--- src/rtl/core/upd_pkg.sv ---
// Shared types, constants and the hex digit decode for the URI percent decoder.
package upd_pkg;

	localparam logic [7:0] PERCENT_CHAR = 8'h25;
	localparam int unsigned HEX_RADIX = 16;
	localparam int unsigned NIBBLE_W = $clog2(HEX_RADIX);
	localparam int unsigned MAX_OUT = 3;

	typedef enum logic [1:0] {
		PH_IDLE  = 2'd0,
		PH_PCT   = 2'd1,
		PH_DIGIT = 2'd2
	} phase_t;

	// One classified input item: up to three bytes to emit, oldest in slot 0.
	typedef struct packed {
		logic [1:0]               cnt;
		logic                     last;
		logic [MAX_OUT-1:0][7:0]  bytes;
	} cmd_t;

	// Returns {is_hex, nibble} for one character.
	function automatic logic [NIBBLE_W:0] hex_val(input logic [7:0] c);
		logic [NIBBLE_W:0] r;
		r = '0;
		if (c >= 8'h30 && c <= 8'h39) begin
			r = {1'b1, c[NIBBLE_W-1:0]};
		end else if ((c >= 8'h41 && c <= 8'h46) || (c >= 8'h61 && c <= 8'h66)) begin
			r = {1'b1, c[NIBBLE_W-1:0] + 4'd9};
		end
		return r;
	endfunction

endpackage

--- src/rtl/core/upd_front.sv ---
// Front end: tracks escape state and turns accepted bytes into emit commands.
module upd_front (
	input  logic            clk,
	input  logic            arst_n,
	input  logic            take,
	input  logic [7:0]      in_byte,
	input  logic            in_last,
	output logic            cmd_vld,
	output upd_pkg::cmd_t   cmd,
	output upd_pkg::phase_t phase
);
	import upd_pkg::*;

	phase_t            phase_q, phase_nxt;
	logic [7:0]        held_q, held_nxt;
	logic [NIBBLE_W:0] hv_in, hv_held;
	logic              fresh_emit;
	cmd_t              cmd_c;

	assign hv_in      = hex_val(in_byte);
	assign hv_held    = hex_val(held_q);
	// A fresh '%' starts an escape unless the string ends here.
	assign fresh_emit = !(in_byte == PERCENT_CHAR && !in_last);

	always_ff @(posedge clk or negedge arst_n) begin
		if (!arst_n) begin
			phase_q <= PH_IDLE;
			held_q  <= '0;
		end else if (take) begin
			phase_q <= phase_nxt;
			held_q  <= held_nxt;
		end
	end

	always_comb begin
		cmd_c       = '0;
		cmd_c.last  = in_last;
		held_nxt    = held_q;
		phase_nxt   = PH_IDLE;
		unique case (phase_q)
			PH_PCT: begin
				if (hv_in[NIBBLE_W]) begin
					if (in_last) begin
						cmd_c.cnt      = 2'd2;
						cmd_c.bytes[0] = PERCENT_CHAR;
						cmd_c.bytes[1] = in_byte;
					end else begin
						held_nxt  = in_byte;
						phase_nxt = PH_DIGIT;
					end
				end else begin
					cmd_c.bytes[0] = PERCENT_CHAR;
					cmd_c.bytes[1] = in_byte;
					cmd_c.cnt      = fresh_emit ? 2'd2 : 2'd1;
					phase_nxt      = fresh_emit ? PH_IDLE : PH_PCT;
				end
			end
			PH_DIGIT: begin
				if (hv_in[NIBBLE_W] && hv_held[NIBBLE_W]) begin
					cmd_c.cnt      = 2'd1;
					cmd_c.bytes[0] = {hv_held[NIBBLE_W-1:0], hv_in[NIBBLE_W-1:0]};
				end else begin
					cmd_c.bytes[0] = PERCENT_CHAR;
					cmd_c.bytes[1] = held_q;
					cmd_c.bytes[2] = in_byte;
					cmd_c.cnt      = fresh_emit ? 2'd3 : 2'd2;
					phase_nxt      = fresh_emit ? PH_IDLE : PH_PCT;
				end
			end
			default: begin
				// Idle and the unused phase code behave as nothing held.
				cmd_c.bytes[0] = in_byte;
				cmd_c.cnt      = fresh_emit ? 2'd1 : 2'd0;
				phase_nxt      = fresh_emit ? PH_IDLE : PH_PCT;
			end
		endcase
	end

	assign cmd     = cmd_c;
	assign cmd_vld = take && (cmd_c.cnt != 2'd0);
	assign phase   = phase_q;

endmodule

--- src/rtl/core/upd_cmdq.sv ---
// Small command queue between the front end and the output serializer.
module upd_cmdq #(
	parameter int unsigned DEPTH = 4
) (
	input  logic          clk,
	input  logic          arst_n,
	input  logic          wr,
	input  upd_pkg::cmd_t wdata,
	input  logic          rd,
	output upd_pkg::cmd_t rdata,
	output logic          full,
	output logic          nonempty
);
	import upd_pkg::*;

	localparam int unsigned AW = (DEPTH > 1) ? $clog2(DEPTH) : 1;
	localparam int unsigned CW = $clog2(DEPTH + 1);
	localparam logic [AW-1:0] LAST_IDX = AW'(DEPTH - 1);

	cmd_t          slots_q [DEPTH];
	logic [AW-1:0] wptr_q, rptr_q;
	logic [CW-1:0] count_q;

	assign full     = (count_q == CW'(DEPTH));
	assign nonempty = (count_q != '0);
	assign rdata    = slots_q[rptr_q];

	always_ff @(posedge clk) begin
		if (wr) begin
			slots_q[wptr_q] <= wdata;
		end
	end

	always_ff @(posedge clk or negedge arst_n) begin
		if (!arst_n) begin
			wptr_q  <= '0;
			rptr_q  <= '0;
			count_q <= '0;
		end else begin
			if (wr) begin
				wptr_q <= (wptr_q == LAST_IDX) ? '0 : wptr_q + 1'b1;
			end
			if (rd) begin
				rptr_q <= (rptr_q == LAST_IDX) ? '0 : rptr_q + 1'b1;
			end
			if (wr && !rd) begin
				count_q <= count_q + 1'b1;
			end else if (rd && !wr) begin
				count_q <= count_q - 1'b1;
			end
		end
	end

endmodule

--- src/rtl/core/upd_back.sv ---
// Back end: holds one command and hands out its bytes one per transaction.
module upd_back (
	input  logic          clk,
	input  logic          arst_n,
	input  logic          q_nonempty,
	input  upd_pkg::cmd_t q_data,
	output logic          q_rd,
	input  logic          pop,
	output logic          empty,
	output logic [7:0]    out_byte,
	output logic          out_last
);
	import upd_pkg::*;

	cmd_t cur_q;
	logic vld_q;
	logic take_out, drained;

	assign take_out = pop && vld_q;
	assign drained  = !vld_q || (take_out && cur_q.cnt == 2'd1);
	assign q_rd     = q_nonempty && drained;

	always_ff @(posedge clk or negedge arst_n) begin
		if (!arst_n) begin
			vld_q <= 1'b0;
		end else if (drained) begin
			vld_q <= q_nonempty;
		end
	end

	always_ff @(posedge clk) begin
		if (q_rd) begin
			cur_q <= q_data;
		end else if (take_out) begin
			cur_q.cnt   <= cur_q.cnt - 2'd1;
			cur_q.bytes <= {8'h00, cur_q.bytes[MAX_OUT-1:1]};
		end
	end

	assign empty    = !vld_q;
	assign out_byte = cur_q.bytes[0];
	// Only the final byte of a command that ends the string is marked.
	assign out_last = cur_q.last && (cur_q.cnt == 2'd1);

endmodule

--- src/rtl/core/uri_percent_decoder.sv ---
// Top level of the streaming URI percent decoder.
//
//   channel   | handshake        | payload
//   ----------+------------------+-------------------
//   input     | push / full      | in_byte, in_last
//   result    | pop / empty      | out_byte, out_last
//
// One input byte is taken per cycle while full is low; the front end classifies
// it in that cycle and writes its command (up to three bytes), if any, into the
// command queue. The back end delivers one result byte per cycle while pop is
// high and a command is held, which is loaded from the queue. full follows only
// the DEPTH-entry command queue: result stalls raise it, and at the default
// depth it never rises while pop stays high. Reset clears state.
module uri_percent_decoder #(
	parameter int unsigned DEPTH = 4
) (
	input  logic       clk,
	input  logic       arst_n,
	input  logic       push,
	output logic       full,
	input  logic [7:0] in_byte,
	input  logic       in_last,
	output logic       empty,
	input  logic       pop,
	output logic [7:0] out_byte,
	output logic       out_last
);
	import upd_pkg::*;

	logic   take;
	logic   cmd_vld;
	cmd_t   cmd;
	phase_t phase;
	cmd_t   q_data;
	logic   q_rd, q_nonempty;

	assign take = push && !full;

	upd_front u_front (
		.clk     (clk),
		.arst_n  (arst_n),
		.take    (take),
		.in_byte (in_byte),
		.in_last (in_last),
		.cmd_vld (cmd_vld),
		.cmd     (cmd),
		.phase   (phase)
	);

	upd_cmdq #(.DEPTH(DEPTH)) u_cmdq (
		.clk      (clk),
		.arst_n   (arst_n),
		.wr       (cmd_vld),
		.wdata    (cmd),
		.rd       (q_rd),
		.rdata    (q_data),
		.full     (full),
		.nonempty (q_nonempty)
	);

	upd_back u_back (
		.clk        (clk),
		.arst_n     (arst_n),
		.q_nonempty (q_nonempty),
		.q_data     (q_data),
		.q_rd       (q_rd),
		.pop        (pop),
		.empty      (empty),
		.out_byte   (out_byte),
		.out_last   (out_last)
	);

	// The end of a string always leaves nothing held.
	a_last_clears: assert property (@(posedge clk) disable iff (!arst_n)
		(take && in_last) |=> (phase == PH_IDLE))
		else $error("escape state held across end of string");

	// A final byte always produces at least one result.
	a_last_emits: assert property (@(posedge clk) disable iff (!arst_n)
		(take && in_last) |-> cmd_vld)
		else $error("final byte produced no command");

	// Commands written to the queue are never empty.
	a_cmd_nonzero: assert property (@(posedge clk) disable iff (!arst_n)
		cmd_vld |-> (cmd.cnt != 2'd0))
		else $error("empty command pushed");

endmodule
--- config.mk ---
export PLATFORM = sky130hd
export DESIGN_NAME = uri_percent_decoder
export DESIGN_NICKNAME = d
export VERILOG_FILES = /design/src/rtl/core/upd_pkg.sv /design/src/rtl/core/upd_front.sv /design/src/rtl/core/upd_cmdq.sv /design/src/rtl/core/upd_back.sv /design/src/rtl/core/uri_percent_decoder.sv
export SDC_FILE = /design/constraint.sdc
export NUM_CORES = 1
export LEC_CHECK = 0
export BUFFER_PORTS_ARGS = -buffer_cell sky130_fd_sc_hd__buf_2
export CORE_MARGIN = 2
export CORE_UTILIZATION = 55
export DETAILED_ROUTE_END_ITERATION = 8
export PLACE_DENSITY = 0.8
export SYNTH_ARGS = -nofsm -noshare
export SYNTH_HDL_FRONTEND = slang
export SYNTH_HIERARCHICAL = 1
export SYNTH_SLANG_ARGS = --single-unit
--- constraint.sdc ---
create_clock -name clk -period 3.4 [get_ports clk]
set_input_delay 0.17 -clock clk [delete_from_list [all_inputs] [get_ports clk]]
set_output_delay 0.17 -clock clk [all_outputs]
set_load 0.02 [all_outputs]
==> flow_metrics.py, run 1 <==
metrics = {
    "run_status": {
        "status": "complete, no violations",
    },
    "power": {
        "powerDensity_mw_per_mm2": 786,
        "combPwrFrac_pct": 21.8,
        "p_sw_mw": 1.59,
        "p_int_mw": 4.39,
        "max-vdd-ir-drop_uv": 363,
        "clkPwrFrac_pct": 33.1,
        "p_seq_share_pct": 45.1,
        "p_leak_nw": 2.78,
        "total_power_mw": 5.98,
        "swShare_pct": 26.6,
    },
    "global_route": {
        "grt_antenna_before_repair": 0,
        "track_usage_pct": 21.6,
        "grt_max_degree": 28,
        "grt_pass1_vias": 3739,
        "grt_pass1_wl_um": 20700,
        "grt.overflow.total": 0,
    },
    "floorplan": {
        "die_h_um": 115,
        "dieArea_mm2": 0.0132,
        "ioPinCount": 24,
        "rows": 40,
        "die_w_um": 115,
        "start_util_pct": 56.2,
        "core_mm2": 0.0120,
    },
    "logic_synthesis": {
        "yosysWarningCount": 6,
        "yosysSeqAreaShare_pct": 66.7,
        "ys.flop_type": "edfxtp_1",
        "synth.avg_cell_area_um2": 17.4,
        "syn_nets": 416,
        "async_flop_share_pct": 11.8,
        "synth.distinct_cells": 59,
        "synth_area_mm2": 0.00675,
        "postSynthCellCount": 387,
        "ys_ff_latch": 153,
        "synth_edf_count": 135,
    },
    "timing": {
        "fmax_ghz": 0.314,
        "maxSlewHeadroom_pct": 48.5,
        "finClkSkew_ns": 0.00858,
        "tightest_slew_ns": 0.773,
        "finalSetupTns_ns": 0,
        "hold_violations": 0,
        "period_needed_ns": 3.18,
        "post-route-period-util_pct": 93.5,
        "maxSlewViolCount": 0,
        "finalSetupViolCount": 0,
        "rsz0062_at_grt": "false",
    },
    "setup_path": {
        "cp_slowest_stage_delay_ns": 0.58,
        "cpMaxStageDelayCell": "or4b_1",
        "crit_chain": "or4b_1, a311oi_2, o22ai_2, and2_4, o311a_1, ha_1, inv_1, fa_1, mux2_2",
        "startpoint_type": "flop",
        "reg2reg_depth": 9,
        "cp.required_ns": 3.70,
        "crit_arrival_ns": 3.48,
        "cp_max_fo": 9,
        "crit_type": "reg2reg",
        "endpoint_kind": "flop",
    },
    "route": {
        "ant_nets": 0,
        "drt_first_pass_iters": 5,
        "vias_per_cell": 6.25,
        "wl_per_cell_um": 22.4,
        "vias": 3619,
        "drc": 0,
        "wirelength_um": 13000,
        "drt_iter0_drc": 371,
    },
    "finish": {
        "nNetsFinal": 448,
        "drive_gt1_share_pct": 29.9,
        "area_growth_pct": 12.6,
        "diodes": 0,
    },
    "cts": {
        "h-tree-depth": 4,
        "clock_sinks": 153,
        "cts_root_buf": "clkbuf_16",
        "cts_buffers": 17,
        "cts_tree": "yes",
        "clock_path_buffers": 2,
        "postCtsSetupBuffers": 0,
        "clk_pin_slew_worst_paths_ns": 0.06,
        "insertion_delay_ns": 0.42,
        "ctsResizeCount": 0,
    },
    "job": {
        "drv_cap": 0,
    },
    "place": {
        "place.gp.congestion": 0.893,
        "io_buffers": 23,
        "place_hpwl_um": 7550,
    },
    "worst_hold_path": {
        "min_path_type": "in2reg",
        "min_delay_path_depth": 1,
    },
}
-- routing by layer --
layer	wire [um]	GRT usage, %
met5	0	0
met4	235	7.23
met3	788	4.59
met2	6670	36.0
met1	5280	28.7
-- state kept, by name, summed over array words and instances, names as in the netlist --
name and cells:
u_front/phase 2, u_front/held_q 8, u_cmdq/wptr_q 2, u_cmdq/count_q 3
u_back/vld_q 1, u_cmdq/rptr_q 2, u_back/cur_q 19, u_back/out_byte 8
u_cmdq/slots_q 108
-- power by group through the flow --
stage                     combinational, mW  clock, mW  sequential (mW)
after floorplan                        1.15          0             2.60
after global placement                 1.25          0             2.70
after detailed placement               1.29          0             2.73
after CTS                              1.32       2.00             2.70
after global routing                   1.41       2.07             2.74
final                                  1.30       1.98             2.70
-- critical path: cells and delay by family, from the launching register on --
family | cells | cell delay, ns
AOI/OAI and AO/OA | 3 | 0.86
adders and majority gates | 2 | 0.66
buffers and inverters | 1 | 0.08
DFF | 1 | 0.44
muxes | 1 | 0.26
and+or+nand+nor | 2 | 0.76
-- synthesized netlist by cell type (4+ instances only) --
cell type | count | area, um2
inv_1 | 15 | 56.3
nand2_1 | 7 | 26.3
dfrtp_1 | 18 | 450
o21ai_0 | 7 | 35.0
mux2_2 | 15 | 169
edfxtp_1 | 135 | 4050
ha_1 | 15 | 188
nor2_1 | 6 | 22.5
mux4_2 | 26 | 586
and3_1 | 8 | 50.1
a21oi_1 | 10 | 50.1
nand3_1 | 18 | 90.1
mux2i_1 | 4 | 40.0
and2_1 | 13 | 81.3
mux2_4 | 10 | 150
clkbuf_1 | 6 | 22.5
buf_4 | 10 | 75.1
-- cells in the final DEF, fill, tap and decap left out, drive strengths merged, types with 2 or more instances in the layout --
| cell type | netlist | final |
|---|---|---|
| nand3 | 18 | 18 |
| ha | 15 | 15 |
| and2 | 14 | 14 |
| xnor2 | 3 | 3 |
| inv | 16 | 20 |
| a31oi | 2 | 2 |
| mux2i | 4 | 4 |
| a32o | 2 | 2 |
| or2 | 2 | 2 |
| a21oi | 10 | 10 |
| nand2 | 7 | 7 |
| nor2 | 7 | 7 |
| nand2b | 2 | 2 |
| o311a | 2 | 2 |
| mux2 | 25 | 25 |
| bufinv | 0 | 4 |
| o22ai | 4 | 4 |
| nor4b | 2 | 2 |
| xor2 | 3 | 3 |
| nor3b | 2 | 2 |
| dfrtp | 18 | 18 |
| clkbuf | 6 | 18 |
| o21ai | 7 | 7 |
| nand4 | 2 | 2 |
| a21boi | 2 | 2 |
| nor2b | 3 | 3 |
| edfxtp | 135 | 135 |
| clkinv | 0 | 3 |
| mux4 | 27 | 27 |
| buf | 18 | 36 |
| and3 | 8 | 8 |
| a22o | 3 | 3 |
| o21bai | 3 | 3 |
| clkinvlp | 0 | 3 |
-- per-stage QoR --
stage               instances  setup slack [ns]  area [um2]  util [%]  hold slack [ns]
finish                    579             0.220        7600      63.3           0.0466
global placement          546             0.314        6970      58.0            0.131
global route              579             0.101        7600      63.3           0.0332
detailed placement        546             0.235        6970      58.0            0.138
floorplan                 387             0.223        6750         -           -0.126
CTS                       579             0.219        7600      63.3           0.0287
-- path summary, 6_finish.rpt --
check | from | endpoint | slack [ns]
setup / recovery | u_front/held_q[3] | u_cmdq/count_q[1] | 0.22
hold / removal | in_last | u_cmdq/slots_q[3][24] | 0.05
setup reg to reg | u_front/held_q[3] | u_cmdq/count_q[1] | 0.22
hold reg to reg | u_cmdq/count_q[2] | u_cmdq/count_q[2] | 0.50
max in group asynchronous | arst_n | u_cmdq/rptr_q[0] | 2.84
min in group asynchronous | arst_n | u_cmdq/count_q[0] | 0.23
-- cells by family (layout without fill, tap and decap cells) --
group                      Yosys count  count (layout)  synth area share, %
AOI/OAI and AO/OA                   44              44                 5.04
DFF                                153             153                 66.7
muxes                               56              56                 14.4
and+or+nand+nor                     72              72                 6.43
adders and majority gates           16              16                 3.08
xor gates and xnor gates             6               6                0.779
buffers and inverters               40              85                 3.54
-- final cells by class --
type,count,area [um2]
Fill cell,841,4410
Clock buffer,18,429
Clock inverter,14,195
Tap cell,147,184
Inverter,16,60.1
Timing Repair Buffer,37,223
Multi-Input combinational cell,194,2010
Sequential cell,153,4510
-- repair_timing --
item | CTS | global route
endpoints found under the setup margin | 0 | 0
hold endpoints to repair | 18 | 0
hold buffers | 1 | 0
(Power assumes the default switching activity.)
==> run 2, diff against run 1 <==
--- a/config.mk
+++ b/config.mk
@@ -5,11 +5,14 @@
 export SDC_FILE = /design/constraint.sdc
 export NUM_CORES = 1
 export LEC_CHECK = 0
+export ABC_CLOCK_PERIOD_IN_PS = 3400
 export BUFFER_PORTS_ARGS = -buffer_cell sky130_fd_sc_hd__buf_2
 export CORE_MARGIN = 2
 export CORE_UTILIZATION = 55
+export CTS_BUF_LIST = sky130_fd_sc_hd__clkbuf_4 sky130_fd_sc_hd__clkbuf_8 sky130_fd_sc_hd__clkbuf_16
 export DETAILED_ROUTE_END_ITERATION = 8
 export PLACE_DENSITY = 0.8
+export SKIP_LAST_GASP = 1
 export SYNTH_ARGS = -nofsm -noshare
 export SYNTH_HDL_FRONTEND = slang
 export SYNTH_HIERARCHICAL = 1
==> run 2 against run 1 <==
  * Non-clock buffer count unchanged
  * Setup slack barely moved
  * Combinational power about the same
  * Via count is 1.2% higher
  * Critical path type unchanged
  * First-iteration DRC count shrank 0.27%
  * Critical endpoint unchanged
  * Power grew 0.29%
  * Flip-flop and latch count unchanged
  * Fmax barely moved
  * Count of clock-buffer cells in the layout did not move
  * Clock skew barely moved
  * Sequential power hardly changed
  * Hold slack worse by 0.0066 ns
==> flow_metrics.py, run 2 (synthesized netlist as in run 1, its figures left out) <==
metrics = {
    "timing": {
        "rsz0062_at_grt": "false",
        "finClkSkew_ns": 0.00852,
        "tightest_slew_ns": 0.774,
        "period_needed_ns": 3.18,
        "post-route-period-util_pct": 93.5,
        "finalSetupTns_ns": 0,
        "finalSetupViolCount": 0,
        "fmax_ghz": 0.314,
        "hold_slack_ns": 0.0400,
        "hold_violations": 0,
        "maxSlewHeadroom_pct": 48.4,
        "maxSlewViolCount": 0,
    },
    "floorplan": {
        "die_w_um": 115,
        "ioPinCount": 24,
        "core_mm2": 0.0120,
        "dieArea_mm2": 0.0132,
        "die_h_um": 115,
        "rows": 40,
        "start_util_pct": 56.2,
    },
    "finish": {
        "final_cell_mix": "135 x edfxtp_1, 26 x mux4_2, 23 x buf_2",
        "instances_no_fill": 579,
        "diodes": 0,
        "area_growth_pct": 12.7,
        "regMostFlops": "u_cmdq/slots_q",
        "layout_commonest_cell": "edfxtp_1",
        "reg_top3": "u_cmdq/slots_q (108), u_back/cur_q (19)",
        "drive_gt1_share_pct": 30.1,
        "nNetsFinal": 448,
        "largest_register_ff_count": 108,
        "fill_cells": 841,
        "utilization_pct": 63.3,
    },
    "place": {
        "place_hpwl_um": 7550,
        "io_buffers": 23,
        "dp_cells": 546,
        "place.gp.congestion": 0.893,
    },
    "global_route": {
        "grt_pass1_vias": 3739,
        "grt_max_degree": 28,
        "grt_antenna_before_repair": 0,
        "grt.overflow.total": 0,
        "grt_pass1_wl_um": 20700,
        "track_usage_pct": 21.6,
    },
    "setup_path": {
        "cp.required_ns": 3.71,
        "crit_type": "reg2reg",
        "crit_chain": "or4b_1, a311oi_2, o22ai_2, and2_4, o311a_1, ha_1, inv_1, fa_1, mux2_2",
        "cp_slowest_stage_delay_ns": 0.59,
        "cpMaxStageDelayCell": "or4b_1",
        "rrSetupSlack_ns": 0.22,
        "endpoint_kind": "flop",
        "crit_arrival_ns": 3.49,
        "cp_max_fo": 9,
        "startpoint_type": "flop",
    },
    "cts": {
        "insertion_delay_ns": 0.43,
        "clock_path_buffers": 2,
        "clock_sinks": 153,
        "cts_root_buf": "clkbuf_16",
        "cts_buffers": 17,
        "h-tree-depth": 4,
        "clk_pin_slew_worst_paths_ns": 0.06,
        "cts_tree": "yes",
    },
    "route": {
        "vias": 3661,
        "wirelength_um": 13100,
        "drt_iter0_drc": 370,
        "vias_per_cell": 6.32,
        "wl_per_cell_um": 22.7,
        "ant_nets": 0,
        "drc": 0,
        "drt_first_pass_iters": 5,
    },
    "power": {
        "combPwrFrac_pct": 21.8,
        "clkPwrFrac_pct": 33.2,
        "p_leak_nw": 2.78,
        "swShare_pct": 26.7,
        "p_int_mw": 4.39,
        "max-vdd-ir-drop_uv": 364,
        "powerDensity_mw_per_mm2": 788,
        "p_sw_mw": 1.60,
        "p_seq_share_pct": 45.0,
    },
    "job": {
        "drv_cap": 0,
    },
    "worst_hold_path": {
        "min_path_type": "in2reg",
    },
    "run_status": {
        "status": "complete, no violations",
    },
}
## run 2: final timing paths
kind | end | cells after the start | startpoint
hold reg to reg | u_cmdq/count_q[2] | 1 | u_cmdq/count_q[2]
max in group asynchronous | u_cmdq/rptr_q[0] | 2 | arst_n
hold / removal | u_cmdq/slots_q[3][24] | 1 | in_last
setup / recovery | u_cmdq/count_q[1] | 9 | u_front/held_q[3]
setup reg to reg | u_cmdq/count_q[1] | 9 | u_front/held_q[3]
min in group asynchronous | u_cmdq/count_q[0] | 2 | arst_n
## run 2: routing by layer
metal  wire length (um)  vias up  share of wire, %  track usage, %
li1                   -     1579                 -               -
met1               5410     1873                41            28.7
met2               6690      176                51            36.0
met3                781       33               5.9            4.59
met4                253        0               1.9            7.23
met5                  0        -                 0               0
## run 2: repair_timing
action                    CTS  global route
resized for setup           0             0
buffers inserted            0             0
hold buffers                1             0
hold endpoints to repair   18             0
## run 2: critical path, delay by kind of cell, from the launching register on
| family | cells | cell delay [ns] |
|---|---|---|
| adders and majority gates | 2 | 0.66 |
| DFF | 1 | 0.44 |
| muxes | 1 | 0.26 |
| and+or+nand+nor | 2 | 0.77 |
| AOI/OAI and AO/OA | 3 | 0.86 |
| buffers and inverters | 1 | 0.08 |
## run 2: per-stage QoR
stage                     instance area, um2  power, mW  setup WS (ns)
after global routing                    7610       6.22          0.101
after detailed placement                6970       4.02          0.235
after global placement                  6970       3.94          0.314
after floorplan                         6750       3.75          0.223
after CTS                               7610       6.03          0.219
final                                   7610       6.00          0.219
## run 2: power groups by stage
stage	logic [mW]	registers (mW)	clock network [mW]
after floorplan	1.15	2.60	0
after global placement	1.25	2.70	0
after detailed placement	1.29	2.73	0
after CTS	1.32	2.70	2.01
after global routing	1.41	2.74	2.08
final	1.31	2.70	1.99
## run 2: cell type report
cell class	count	area, um2	area share [%]
Sequential cell	153	4510	59.2
Multi-Input combinational cell	194	2010	26.4
Clock buffer	18	433	5.69
Timing Repair Buffer	37	223	2.93
Clock inverter	14	195	2.57
Tap cell	147	184	2.42
Inverter	16	60.1	0.790
